$ cat src/rtl/vlpd_pkg.sv
// Shared types and codes for the varint length-prefixed deframer.
`timescale 1ns / 1ps

package vlpd_pkg;

  localparam int LenW     = 35;
  localparam int DigitW   = 7;
  localparam int ContBit  = 7;
  localparam int ByteW    = 8;
  localparam int StatusW  = 2;
  localparam int CauseW   = 3;

  localparam logic [StatusW-1:0] StLen    = 2'd0;
  localparam logic [StatusW-1:0] StData   = 2'd1;
  localparam logic [StatusW-1:0] StClosed = 2'd2;

  localparam logic [CauseW-1:0] CauseNone       = 3'd0;
  localparam logic [CauseW-1:0] CauseZero       = 3'd1;
  localparam logic [CauseW-1:0] CauseOver       = 3'd2;
  localparam logic [CauseW-1:0] CauseTooLong    = 3'd3;
  localparam logic [CauseW-1:0] CauseDisconnect = 3'd4;

  localparam logic KindByte       = 1'b0;
  localparam logic KindDisconnect = 1'b1;

  typedef struct packed {
    logic             kind;
    logic [ByteW-1:0] in_byte;
  } vlpd_item_t;

  typedef struct packed {
    logic [StatusW-1:0] status;
    logic [CauseW-1:0]  close_cause;
    logic [ByteW-1:0]   payload_byte;
    logic               last_of_packet;
    logic [LenW-1:0]    packet_length;
  } vlpd_result_t;

  typedef struct packed {
    logic              closed;
    logic [CauseW-1:0] reason;
  } vlpd_conn_t;

endpackage

$ cat src/rtl/vlpd_in_stage.sv
// Input register holding one accepted stream beat until the decoder takes it.
`timescale 1ns / 1ps

module vlpd_in_stage
  import vlpd_pkg::*;
(
  input  logic       clk_i,
  input  logic       rst_ni,
  input  logic       in_valid_i,
  output logic       in_ready_o,
  input  vlpd_item_t item_i,
  input  logic       take_i,
  output logic       valid_o,
  output vlpd_item_t item_o
);

  logic       valid_q;
  logic       valid_d;
  vlpd_item_t item_q;

  assign in_ready_o = !valid_q || take_i;
  assign valid_d    = (in_valid_i && in_ready_o) || (valid_q && !take_i);

  always_ff @(posedge clk_i or negedge rst_ni) begin
    if (!rst_ni) begin
      valid_q <= 1'b0;
    end else begin
      valid_q <= valid_d;
    end
  end

  always_ff @(posedge clk_i) begin
    if (in_valid_i && in_ready_o) begin
      item_q <= item_i;
    end
  end

  assign valid_o = valid_q;
  assign item_o  = item_q;

endmodule

$ cat src/rtl/vlpd_core.sv
// Framing state and the single-pass decode of one beat into one result.
`timescale 1ns / 1ps

module vlpd_core
  import vlpd_pkg::*;
#(
  parameter int MAX_LENGTH_BYTES = 5
) (
  input  logic            clk_i,
  input  logic            rst_ni,
  input  logic            advance_i,
  input  vlpd_item_t      item_i,
  input  logic [LenW-1:0] max_size_i,
  output vlpd_result_t    result_o,
  output vlpd_conn_t      conn_o
);

  localparam int PhW = $clog2(MAX_LENGTH_BYTES + 2);
  localparam logic [PhW-1:0] PhaseData = PhW'(MAX_LENGTH_BYTES + 1);
  localparam logic [PhW-1:0] PhaseLastLen = PhW'(MAX_LENGTH_BYTES - 1);
  localparam logic [PhW-1:0] PhaseLimit = PhW'(MAX_LENGTH_BYTES);

  logic [PhW-1:0]    phase_q, phase_d;
  logic [LenW-1:0]   acc_q, acc_d;
  logic [LenW-1:0]   cnt_q, cnt_d;
  logic              closed_q, closed_d;
  logic [CauseW-1:0] reason_q, reason_d;

  logic [LenW-1:0] digit_sh;
  logic [LenW-1:0] acc_new;
  logic [LenW-1:0] cnt_inc;
  logic            cnt_last;
  vlpd_result_t    res;

  // Place the seven payload bits of a length byte at the weight of its phase.
  always_comb begin
    digit_sh = '0;
    for (int i = 0; i < MAX_LENGTH_BYTES; i++) begin
      if (phase_q == PhW'(i)) begin
        digit_sh = LenW'(64'(item_i.in_byte[DigitW-1:0]) << (DigitW * i));
      end
    end
  end

  assign acc_new  = acc_q | digit_sh;
  assign cnt_inc  = cnt_q + LenW'(1);
  assign cnt_last = (cnt_inc == acc_q);

  always_comb begin
    phase_d  = phase_q;
    acc_d    = acc_q;
    cnt_d    = cnt_q;
    closed_d = closed_q;
    reason_d = reason_q;

    res                = '0;
    res.status         = StClosed;
    res.close_cause    = reason_q;
    res.packet_length  = acc_q;

    if (closed_q) begin
      // A closed connection answers every beat and keeps its first cause.
    end else if (item_i.kind == KindDisconnect) begin
      closed_d        = 1'b1;
      reason_d        = CauseDisconnect;
      res.close_cause = CauseDisconnect;
    end else if (phase_q == PhaseData) begin
      res.status         = StData;
      res.close_cause    = CauseNone;
      res.payload_byte   = item_i.in_byte;
      res.last_of_packet = cnt_last;
      if (cnt_last) begin
        phase_d = '0;
        acc_d   = '0;
        cnt_d   = '0;
      end else begin
        cnt_d = cnt_inc;
      end
    end else if (phase_q >= PhaseLimit) begin
      closed_d        = 1'b1;
      reason_d        = CauseTooLong;
      res.close_cause = CauseTooLong;
    end else begin
      acc_d             = acc_new;
      res.packet_length = acc_new;
      if (item_i.in_byte[ContBit]) begin
        if (phase_q >= PhaseLastLen) begin
          closed_d        = 1'b1;
          reason_d        = CauseTooLong;
          res.close_cause = CauseTooLong;
        end else begin
          phase_d         = phase_q + PhW'(1);
          res.status      = StLen;
          res.close_cause = CauseNone;
        end
      end else if (acc_new == '0) begin
        closed_d        = 1'b1;
        reason_d        = CauseZero;
        res.close_cause = CauseZero;
      end else if ((max_size_i != '0) && (acc_new > max_size_i)) begin
        closed_d        = 1'b1;
        reason_d        = CauseOver;
        res.close_cause = CauseOver;
      end else begin
        phase_d         = PhaseData;
        cnt_d           = '0;
        res.status      = StLen;
        res.close_cause = CauseNone;
      end
    end
  end

  always_ff @(posedge clk_i or negedge rst_ni) begin
    if (!rst_ni) begin
      phase_q  <= '0;
      acc_q    <= '0;
      cnt_q    <= '0;
      closed_q <= 1'b0;
      reason_q <= CauseNone;
    end else if (advance_i) begin
      phase_q  <= phase_d;
      acc_q    <= acc_d;
      cnt_q    <= cnt_d;
      closed_q <= closed_d;
      reason_q <= reason_d;
    end
  end

  assign result_o = res;
  assign conn_o   = '{closed: closed_q, reason: reason_q};

endmodule

$ cat src/rtl/vlpd_out_stage.sv
// Result register that holds a finished result until the sink takes it.
`timescale 1ns / 1ps

module vlpd_out_stage
  import vlpd_pkg::*;
(
  input  logic         clk_i,
  input  logic         rst_ni,
  input  logic         load_valid_i,
  output logic         load_ready_o,
  input  vlpd_result_t result_i,
  output logic         out_valid_o,
  input  logic         out_ready_i,
  output vlpd_result_t result_o
);

  logic         valid_q;
  vlpd_result_t result_q;

  assign load_ready_o = !valid_q || out_ready_i;

  always_ff @(posedge clk_i or negedge rst_ni) begin
    if (!rst_ni) begin
      valid_q <= 1'b0;
    end else if (load_ready_o) begin
      valid_q <= load_valid_i;
    end
  end

  always_ff @(posedge clk_i) begin
    if (load_valid_i && load_ready_o) begin
      result_q <= result_i;
    end
  end

  assign out_valid_o = valid_q;
  assign result_o    = result_q;

endmodule

$ cat src/rtl/varint_length_prefixed_deframer.sv
// Top level of the varint length-prefixed packet deframer.
//
//   channel   direction  handshake              payload
//   in        sink       in_valid_i/in_ready_o   kind_i, in_byte_i
//   out       source     out_valid_o/out_ready_i status_o, close_cause_o, payload_byte_o,
//                                                last_of_packet_o, packet_length_o
//   cfg       sink       cfg_valid_i/cfg_ready_o max_packet_size_i
//
// One beat in gives one result beat out, and a beat is taken every cycle while
// the output is not stalled. A beat is held in the input register and is then
// decoded into the result register, from which its result is offered.
// The decode step (one 35-bit add, compare and OR) sets the cycle time.
// Reset clears the framing state to the first length byte, open, no limit.
// A stalled output holds its result; the input register keeps taking beats
// until both registers are full.
`timescale 1ns / 1ps

module varint_length_prefixed_deframer
  import vlpd_pkg::*;
#(
  parameter int MAX_LENGTH_BYTES = 5
) (
  input  logic                clk_i,
  input  logic                rst_ni,
  input  logic                in_valid_i,
  output logic                in_ready_o,
  input  logic                kind_i,
  input  logic [ByteW-1:0]    in_byte_i,
  output logic                out_valid_o,
  input  logic                out_ready_i,
  output logic [StatusW-1:0]  status_o,
  output logic [CauseW-1:0]   close_cause_o,
  output logic [ByteW-1:0]    payload_byte_o,
  output logic                last_of_packet_o,
  output logic [LenW-1:0]     packet_length_o,
  input  logic                cfg_valid_i,
  output logic                cfg_ready_o,
  input  logic [LenW-1:0]     max_packet_size_i
);

  logic [LenW-1:0] max_size_q;
  vlpd_item_t      in_item;
  vlpd_item_t      staged_item;
  logic            staged_valid;
  logic            load_ready;
  logic            advance;
  vlpd_result_t    step_result;
  vlpd_result_t    out_result;
  vlpd_conn_t      conn;

  assign cfg_ready_o = 1'b1;

  always_ff @(posedge clk_i or negedge rst_ni) begin
    if (!rst_ni) begin
      max_size_q <= '0;
    end else if (cfg_valid_i && cfg_ready_o) begin
      max_size_q <= max_packet_size_i;
    end
  end

  assign in_item = '{kind: kind_i, in_byte: in_byte_i};
  assign advance = staged_valid && load_ready;

  vlpd_in_stage u_in_stage (
    .clk_i      (clk_i),
    .rst_ni     (rst_ni),
    .in_valid_i (in_valid_i),
    .in_ready_o (in_ready_o),
    .item_i     (in_item),
    .take_i     (advance),
    .valid_o    (staged_valid),
    .item_o     (staged_item)
  );

  vlpd_core #(
    .MAX_LENGTH_BYTES (MAX_LENGTH_BYTES)
  ) u_core (
    .clk_i      (clk_i),
    .rst_ni     (rst_ni),
    .advance_i  (advance),
    .item_i     (staged_item),
    .max_size_i (max_size_q),
    .result_o   (step_result),
    .conn_o     (conn)
  );

  vlpd_out_stage u_out_stage (
    .clk_i        (clk_i),
    .rst_ni       (rst_ni),
    .load_valid_i (staged_valid),
    .load_ready_o (load_ready),
    .result_i     (step_result),
    .out_valid_o  (out_valid_o),
    .out_ready_i  (out_ready_i),
    .result_o     (out_result)
  );

  assign status_o         = out_result.status;
  assign close_cause_o    = out_result.close_cause;
  assign payload_byte_o   = out_result.payload_byte;
  assign last_of_packet_o = out_result.last_of_packet;
  assign packet_length_o  = out_result.packet_length;

  // Once closed, the connection never reopens and its cause never changes.
  a_closed_sticky: assert property (@(posedge clk_i) disable iff (!rst_ni)
    conn.closed |=> conn.closed && $stable(conn.reason))
    else $error("closed connection reopened or changed cause");

  // A closed result always names a cause; other results never do.
  a_cause_on_close: assert property (@(posedge clk_i) disable iff (!rst_ni)
    out_valid_o |-> ((status_o == StClosed) == (close_cause_o != CauseNone)))
    else $error("close cause does not match status");

  // Only payload results carry a byte or an end-of-packet mark.
  a_payload_only_data: assert property (@(posedge clk_i) disable iff (!rst_ni)
    out_valid_o && (status_o != StData) |-> !last_of_packet_o && (payload_byte_o == '0))
    else $error("payload fields set on a non-payload result");

  // A closed connection decodes every staged beat into a closed result.
  a_closed_result: assert property (@(posedge clk_i) disable iff (!rst_ni)
    conn.closed && advance |=> out_valid_o && (status_o == StClosed))
    else $error("beat after close not reported as closed");

endmodule
$ cat config.mk
export PLATFORM = sky130hd
export DESIGN_NAME = varint_length_prefixed_deframer
export DESIGN_NICKNAME = d
export VERILOG_FILES = /design/src/rtl/vlpd_pkg.sv /design/src/rtl/vlpd_in_stage.sv /design/src/rtl/vlpd_core.sv /design/src/rtl/vlpd_out_stage.sv /design/src/rtl/varint_length_prefixed_deframer.sv
export SDC_FILE = /design/constraint.sdc
export NUM_CORES = 1
export LEC_CHECK = 0
export ABC_CLOCK_PERIOD_IN_PS = 10300
export BUFFER_PORTS_ARGS = -buffer_cell sky130_fd_sc_hd__buf_2
export CAP_MARGIN = 25
export CORE_AREA = 2 2 159 161
export DETAILED_ROUTE_END_ITERATION = 12
export DIE_AREA = 0 0 161 163
export GPL_TIMING_DRIVEN = 1
export RECOVER_POWER = 25
export SYNTH_ARGS = -nofsm -noshare
export SYNTH_HDL_FRONTEND = slang
export SYNTH_SLANG_ARGS = --single-unit
$ cat constraint.sdc
create_clock -name clk_i -period 10.3 [get_ports clk_i]
set_clock_uncertainty 0.15 [all_clocks]
set_input_delay 0.515 -clock clk_i [delete_from_list [all_inputs] [get_ports clk_i]]
set_output_delay 0.515 -clock clk_i [all_outputs]
set_load 0.01 [all_outputs]
# Word level (Yosys, flattened, before mapping)
# Index checks and enable logic that the tools add are counted.
# word_totals
ff_bits	172
elab_cells	111
output_inout_bits	52
inputBits	49
# op_classes
order_cmp	3
add_sub_neg	2
eq_ne	16
reduce_logical	20
bitwise_logic	4
muxes	51
# ops
operator	n
35-bit two-way mux	14
3-bit two-way mux	17
47-bit two-way mux	1
44-bit two-way mux	1
35-bit by 1-bit adder with 35-bit output (second input constant)	1
35-bit equality test	1
35-bit > comparator	1
35-bit logical NOT	1
35-bit bitwise OR	1
35-bit nonzero test	1
2-bit two-way mux	6
5-bit two-way mux	2
2-bit by 1-bit inequality test with 1-bit output (second input constant)	5
9-bit two-way mux	1
3-bit by 2-bit inequality test with 1-bit output (second input constant)	3
1-bit two-way mux	8
8-bit AND reduction	1
7-bit two-way mux	1
7-bit AND reduction	1
3-bit by 2-bit equality test with 1-bit output (second input constant)	2
3-bit equality test (second input constant)	2
3-bit greater-or-equal comparator (second input constant)	2
5-bit AND reduction	1
5-bit nonzero test	1
12 further kinds	21

# Longest topological paths before layout
# Gate-level depths: netlist (run 1).
# depth
depth_word	16
ltp_mapped	18
ltp_nobuf	15

# Cells and area by module
# From an unflattened synthesis (run 1), not the netlist that was laid out.
# hier_totals
cells_unflattened	1027
hier_area_um2	10432.5
# by_module_without_submodules
module	cells_per_inst	seq_area_each_um2	area_each_um2	n_inst
vlpd_core	884	1926.8	7111.8	1
vlpd_out_stage	53	1496.4	1525.2	1
varint_length_prefixed_deframer	77	875.8	1471.4	1
vlpd_in_stage	13	295.3	324.1	1

# Worst setup path before layout (run 1)
# OpenSTA, ideal clock, no wires.
# synth_path
path_type	flip-flop to flip-flop
startpoint	register u_core.phase_q[2]
endpoint	register u_core.cnt_q[12]
stages_incl_launch_ff	19
t_required_ps	10029
path_buffers	3
period_less_slack_ps	4071
slack_ps	6229
setup_ps	121
arrival_ps	3800
path_cell_list	dfrtp_1 > clkbuf_1 > inv_1 > ha_1 > nor3_1 > and3b_1 > clkbuf_1 > a21o_1 > ha_1 > a21o_1 > a21o_1 > a21o_1 > o311a_1 > o21ai_0 > a211o_1 > a31oi_2 > buf_2 > a31o_2 > a22o_1
# synth_between
elab_chain_cells	11
elab_cells_between_ends	22
classes_between	order compare: 2; eq/ne: 9; mux: 6; bitwise: 1; reduce/logical: 4
# synth_lines
item	line_no	text
start, declared	vlpd_core.sv:23	logic [PhW-1:0] phase_q, phase_d;
start signal, assigned	vlpd_core.sv:121	phase_q <= phase_d;
3-bit logical NOT	vlpd_core.sv:39	if (phase_q == PhW'(i)) begin
7-bit two-way mux	vlpd_core.sv:39	
35-bit two-way mux (4 in series)	vlpd_core.sv:39	
35-bit bitwise OR	vlpd_core.sv:45	assign acc_new = acc_q | digit_sh;
35-bit > comparator	vlpd_core.sv:100	end else if ((max_size_i != '0) && (acc_new > max_size_i)) begin
1-bit logical AND	vlpd_core.sv:100	
2-bit by 1-bit inequality test with 1-bit output (no line)	-	
7-bit AND reduction (no line)	-	
end signal, assigned	vlpd_core.sv:123	cnt_q <= cnt_d;
end, declared	vlpd_core.sv:25	logic [LenW-1:0] cnt_q, cnt_d;
# Parallel ways exist; a longest one is shown, timed or not.
# A chain may end at the register's enable or synchronous reset.

# Worst setup path in the final report (run 1)
# layout_path
startpoint	register u_core.phase_q[2]
endpoint	register u_core.cnt_q[27]
# The elaborated chain is that of the path after synthesis.

==> impl_metrics.ini, run 1 <==
[status]
run_status = finished, violations left
violations = capacitance limit, slew limit

[grt]
grt_max_degree = 70
grt_pass1_wl_um = 46000
grt_antenna_before_repair = 0
track_usage_pct = 22.8
grt_pass1_vias = 8127
globalRouteOverflowTotal = 0

[route]
wl_um = 29400
ant_nets = 0
viasPerCell = 5.83
wl_per_cell_um = 20.6
drt_iter0_markers = 721
dr.pass1.iters = 5
vias = 8303
drcViolationCount = 0

[logic_synthesis]
ys.flop_type = dfrtp_1
synth-edff-count = 58
yosysSeqAreaShare_pct = 46.2
synth-seq-cells = 172
async_flop_share_pct = 66.3
yosys_warnings = 0
syn-instance-count = 1021
netlist_area_mm2 = 0.00995
syn_area_per_cell_um2 = 9.75
syn_nets = 1111
synth_cell_types = 71

[timing]
slew_headroom_pct = -99.6
rsz0062_at_grt = no
slew_violations = 125
tightest_slew_ps = 2990
fin_crit_ps = 4840
fmax_mhz = 207
period_share_pct = 47.0
tns_ps = 0
setup_viol = 0
hold_viol = 0

[placement]
place_hpwl_um = 20900
io_buffers = 99
dp_cells = 1390
place.gp.congestion = 0.924

[clock_network]
clkLatencyLatePin_ps = 440
cts_max_level = 4
cts_made_buffers = 17
root_buffer = clkbuf_16
cts_tree = done
cts_sinks = 172
cts_resized = 0
cts.clk_slew.worst_paths_ps = 70
cts.path.max_buffers = 2

[worst_setup_path]
slowest_stage = nor3b_1
cp_common_cell = a21o_1
end_kind = flip-flop
crit_buf_inv = 2
reg2regPathDepth = 15
criticalPathCategory = reg2reg
cpLargestDelayFamily = compound AO/OA/AOI/OAI gates
worst_path_largest_cell_delay_ps = 740
start_kind = flip-flop
arrival_ps = 5010
worstPathCellList = inv_1 -> ha_1 -> nor3b_1 -> a21o_1 -> ha_1 -> a21o_1 -> a21o_1 -> a41oi_1 -> o32ai_1 -> o21ai_0 -> a211o_1 -> a31oi_2 -> buf_4 -> a31o_2 -> a22o_1
cp_num_cells = 15
crit_required_ps = 10480
path_max_fanout = 36

[cells_and_area]
fillCellCount = 2395
final_cells = 1423
layout-drive-gt1-share_pct = 15.2
area_growth_pct = 13.1
diodes = 0
num-nets-final = 1170

[floorplanning]
initial_core_util_pct = 40.3
core_mm2 = 0.0247
placementRows = 58
dieHeight_um = 163
die_area_mm2 = 0.0262
ios = 101
die_x_um = 161

[run]
drv_cap = 2

[worst_hold_path]
hold_depth = 1
hp-class = in2reg

[power]
vdd_drop_max_mv = 0.103
leakagePower_nw = 5.44
power_density_mw_per_mm2 = 157
==> where the power goes <==
part | internal, mW | switching (mW)
Combinational | 0.110 | 0.185
Clock | 0.360 | 0.291
Sequential | 0.759 | 0.0572
Total | 1.23 | 0.534
==> what timing repair did <==
item | CTS | global route
setup buffers | 0 | 0
endpoints found under the hold margin | 10 | 0
hold buffers | 1 | 0
==> placed cells by master, fill, tap and decap left out, types with 5 or more instances in the layout <==
cell type  Yosys  routed
a21o_1        73      73
a21oi_1       29      29
a22o_1        33      33
a22oi_1       13      13
a31o_2         8       8
a31oi_1       20      20
and2_1         8       7
and3_1        20      20
and4_1         6       6
buf_2         14      97
buf_4          1      10
clkbuf_1      52       5
clkbuf_16      0      18
dfrtp_1      114     114
edfxtp_1      58      58
ha_1          41      41
inv_1         54      53
inv_6          0       5
nand2_1       87      87
nand2b_1       9       9
nand3_1       35      35
nand4_1       25      25
nor2_1        49      49
nor3_1        23      23
nor4_1        28      26
nor4_2         3       5
o211a_1        7       7
o21a_1        11      11
o21ai_0       63      63
o31ai_1        8       8
or3_1          6       6
xnor2_1       29      29
xor2_1        16      16
==> stage by stage <==
step                hold slack, ps  cell area, um^2  worst slack (ps)  total power [mW]  utilization, %
global placement               325            10600              5540              1.11            43.1
detailed placement             343            10700              5580              1.12            43.2
floorplan                     69.4             9950              6230              1.01               -
CTS                           84.0            11300              5560              1.76            45.6
finish                        97.9            11300              5460              1.76            45.6
global route                  79.0            11300              5120              1.84            45.6
==> layer usage <==
metal / vias up / routed length, um / part of all wire, % / global-route usage, %
li1: 3885 / - / - / -
met1: 4051 / 13700 / 47 / 32.9
met2: 337 / 13400 / 46 / 35.5
met3: 30 / 1810 / 6.2 / 3.95
met4: 0 / 461 / 1.6 / 6.25
met5: - / 0 / 0 / 0
==> synth_stat cells (all sizes together), types with 8 or more instances <==
| cell | count | area, um^2 |
|---|---|---|
| nand2 | 87 | 327 |
| ha | 41 | 513 |
| nand4 | 28 | 203 |
| a22o | 33 | 289 |
| a31o | 8 | 70.1 |
| nand3 | 36 | 185 |
| and3 | 20 | 125 |
| a22oi | 13 | 97.6 |
| buf | 19 | 115 |
| clkbuf | 52 | 195 |
| xnor2 | 29 | 254 |
| a21o | 73 | 548 |
| dfrtp | 114 | 2850 |
| o21a | 11 | 82.6 |
| nor2 | 49 | 184 |
| xor2 | 16 | 140 |
| o21ai | 65 | 325 |
| a21oi | 30 | 154 |
| nand2b | 9 | 56.3 |
| nor3 | 23 | 115 |
| a31oi | 21 | 138 |
| edfxtp | 58 | 1740 |
| inv | 54 | 203 |
| nor4 | 31 | 213 |
| and2 | 9 | 56.3 |
| o31ai | 8 | 60.1 |
==> layout make-up <==
cell class | count | area [um^2] | area share, %
tap | 330 | 413 | 3.67
inverter | 54 | 203 | 1.80
clock buffer | 22 | 475 | 4.22
sequential | 172 | 4590 | 40.8
timing repair buffer | 111 | 606 | 5.38
multi-input combinational | 724 | 4860 | 43.2
clock inverter | 10 | 106 | 0.945
==> cells by family after synthesis <==
kind of cell               synth area share (%)
AOI/OAI and AO/OA                          21.2
and+or+nand+nor                            17.5
xor gates and xnor gates                   3.96
other                                    0.0377
muxes                                     0.855
buffers and inverters                      5.15
DFF                                        46.2
adders and majority gates                  5.15
==> registers in the layout (all words and copies together) (netlist names) <==
register,cells
u_core.cnt_q,35
u_in_stage.item_o,9
u_out_stage.result_o,49
u_core.acc_q,35
max_size_q,35
u_in_stage.valid_o,1
u_out_stage.out_valid_o,1
u_core.phase_q,3
u_core.closed_q,1
u_core.reason_q,3
==> worst paths after layout <==
path                               startpoint                       to  slack [ps]
max reg2reg                 u_core.phase_q[2]         u_core.cnt_q[27]        5460
max                         u_core.phase_q[2]         u_core.cnt_q[27]        5460
min                                    kind_i     u_in_stage.item_o[8]         100
min in group asynchronous              rst_ni           max_size_q[15]        1430
max in group asynchronous              rst_ni         u_core.cnt_q[16]        6490
min reg2reg                u_in_stage.valid_o  u_out_stage.out_valid_o         350
Note: power is estimated with default switching activity, not from simulation.
==> run 2: changes to the inputs <==
--- a/config.mk
+++ b/config.mk
@@ -5,7 +5,7 @@
 export SDC_FILE = /design/constraint.sdc
 export NUM_CORES = 1
 export LEC_CHECK = 0
-export ABC_CLOCK_PERIOD_IN_PS = 10300
+export ABC_CLOCK_PERIOD_IN_PS = 4600
 export BUFFER_PORTS_ARGS = -buffer_cell sky130_fd_sc_hd__buf_2
 export CAP_MARGIN = 25
 export CORE_AREA = 2 2 159 161
==> constraint.sdc (replaced) <==
create_clock -name clk_i -period 4.6 [get_ports clk_i]
set_clock_uncertainty 0.15 [all_clocks]
set_input_delay 0.23 -clock clk_i [delete_from_list [all_inputs] [get_ports clk_i]]
set_output_delay 0.23 -clock clk_i [all_outputs]
set_load 0.01 [all_outputs]
==> run 2 against run 1 <==
The flow still finishes with violations (capacitance limit, slew limit). Clock power grew 110%. First-iteration DRC count shrank 7.2%. Sequential share of layout area shrank 2.1 points. Final area grew 5.3%. Power grew 120%. Sequential power grew 120%. Fmax grew 13%. Combinational power grew 140%. Setup slack lost 5100 ps. Critical endpoint is now u_core.cnt_q[29]. Largest cell class unchanged. Highest routed layer unchanged.
==> impl_metrics.ini, run 2 (same netlist as run 1, synthesis figures left out) <==
[worst_setup_path]
arrival_ps = 4430
start_kind = flip-flop
crit_required_ps = 4760
reg2regPathDepth = 16
criticalPathCategory = reg2reg
end_kind = flip-flop
path_max_fanout = 36

[floorplanning]
initial_core_util_pct = 40.3
core_mm2 = 0.0247
placementRows = 58
dieHeight_um = 163
ios = 101
die_x_um = 161
die_area_mm2 = 0.0262

[clock_network]
cts.path.max_buffers = 2
cts_sinks = 172
root_buffer = clkbuf_16
cts_max_level = 4
cts_tree = done
cts.clk_slew.worst_paths_ps = 70
clkLatencyLatePin_ps = 430
cts_made_buffers = 17

[route]
wl_um = 30000
drt_iter0_markers = 669
dr.pass1.iters = 5
viasPerCell = 5.75
drcViolationCount = 0
wl_per_cell_um = 20.1
ant_nets = 0
vias = 8560

[grt]
track_usage_pct = 23.3
globalRouteOverflowTotal = 0
grt_pass1_wl_um = 47300
grt_antenna_before_repair = 0
grt_pass1_vias = 8281
grt_max_degree = 70

[run]
drv_cap = 1

[timing]
slew_headroom_pct = -59.3
setup_viol = 0
fin_crit_ps = 4270
worst_hold_slack_ps = 271
slew_violations = 70
hold_viol = 0
tns_ps = 0
tightest_slew_ps = 2390
fmax_mhz = 234
period_share_pct = 92.8
rsz0062_at_grt = no

[status]
violations = capacitance limit, slew limit
run_status = finished, violations left

[placement]
io_buffers = 99
place_hpwl_um = 21400
place.gp.congestion = 0.923

[cells_and_area]
fillCellCount = 2313
largest_register_ffs = 49
area_growth_pct = 19.1
layout_commonest_cell = dfrtp_1
final_cell_mix = dfrtp_1 (114), buf_2 (97), nand2_1 (87)
multiInputGateArea_mm2 = 0.00485
layout-drive-gt1-share_pct = 16.1
num-nets-final = 1235
diodes = 0
ff_latch_area_mm2 = 0.00459

[power]
leakagePower_nw = 5.72
power_density_mw_per_mm2 = 330
vdd_drop_max_mv = 0.196

[worst_hold_path]
hp-class = in2async
run 2: through the flow:
| step | setup WS, ps | power [mW] | utilization, % | instance area (um^2) | std cells |
|---|---|---|---|---|---|
| final | 332 | 3.91 | 48.0 | 11900 | 1488 |
| after global routing | 103 | 4.10 | 48.0 | 11900 | 1488 |
| after CTS | 302 | 3.94 | 48.0 | 11900 | 1488 |
| after detailed placement | 305 | 2.51 | 43.8 | 10800 | 1408 |
| after global placement | 407 | 2.51 | 43.8 | 10800 | 1408 |
| after floorplan | 529 | 2.27 | - | 9950 | 1021 |
run 2: report_power, final:
| part | switching, mW | internal, mW |
|---|---|---|
| combinational | 0.427 | 0.284 |
| sequential | 0.116 | 1.70 |
| clock | 0.643 | 0.742 |
run 2: final timing paths:
path / slack [ps] / startpoint / to
worst max-delay path: 330 / u_core.phase_q[1] / u_core.cnt_q[29]
max in group asynchronous: 2810 / rst_ni / u_core.cnt_q[23]
min in group clk_i: 340 / u_in_stage.valid_o / u_out_stage.out_valid_o
worst max register to register: 330 / u_core.phase_q[1] / u_core.cnt_q[29]
worst min register to register: 340 / u_in_stage.valid_o / u_out_stage.out_valid_o
worst min-delay path: 270 / rst_ni / max_size_q[18]
run 2: worst max-delay path: stages, from the launching register on:
cell	delay, ps
dfrtp_1	490
ha_1	240
ha_1	220
nor3_1	220
and3b_2	360
a21o_1	150
ha_1	230
a21o_1	160
a21o_1	160
a21o_1	170
o311a_1	270
o21ai_0	140
a211o_1	330
a31oi_2	170
buf_12	200
a31o_2	230
a22o_1	220
run 2: final cells by class:
| cell class | instances | share of cell area, % |
|---|---|---|
| multi-input cells | 724 | 40.9 |
| flip-flops and latches | 172 | 38.8 |
| repair buffers | 176 | 10.4 |
| clock buffers | 21 | 3.89 |
| well taps | 330 | 3.48 |
| inverters | 54 | 1.71 |
| clock inverters | 11 | 0.823 |
run 2: repair_timing:
item / 4_1_cts / 5_1_grt
endpoints found under the setup margin: 0 / 2
hold buffers: 48 / 0
resized for setup: 0 / 2
setup buffers: 0 / 0
hold endpoints to repair: 109 / 0
run 2: layer usage:
| layer | routed length (um) | up-vias | track usage [%] |
|---|---|---|---|
| met4 | 418 | 0 | 5.64 |
| met3 | 1480 | 26 | 3.59 |
| met1 | 13800 | 4241 | 33.0 |
| met5 | 0 | - | 0 |
| li1 | - | 4023 | - |
| met2 | 14200 | 270 | 37.5 |
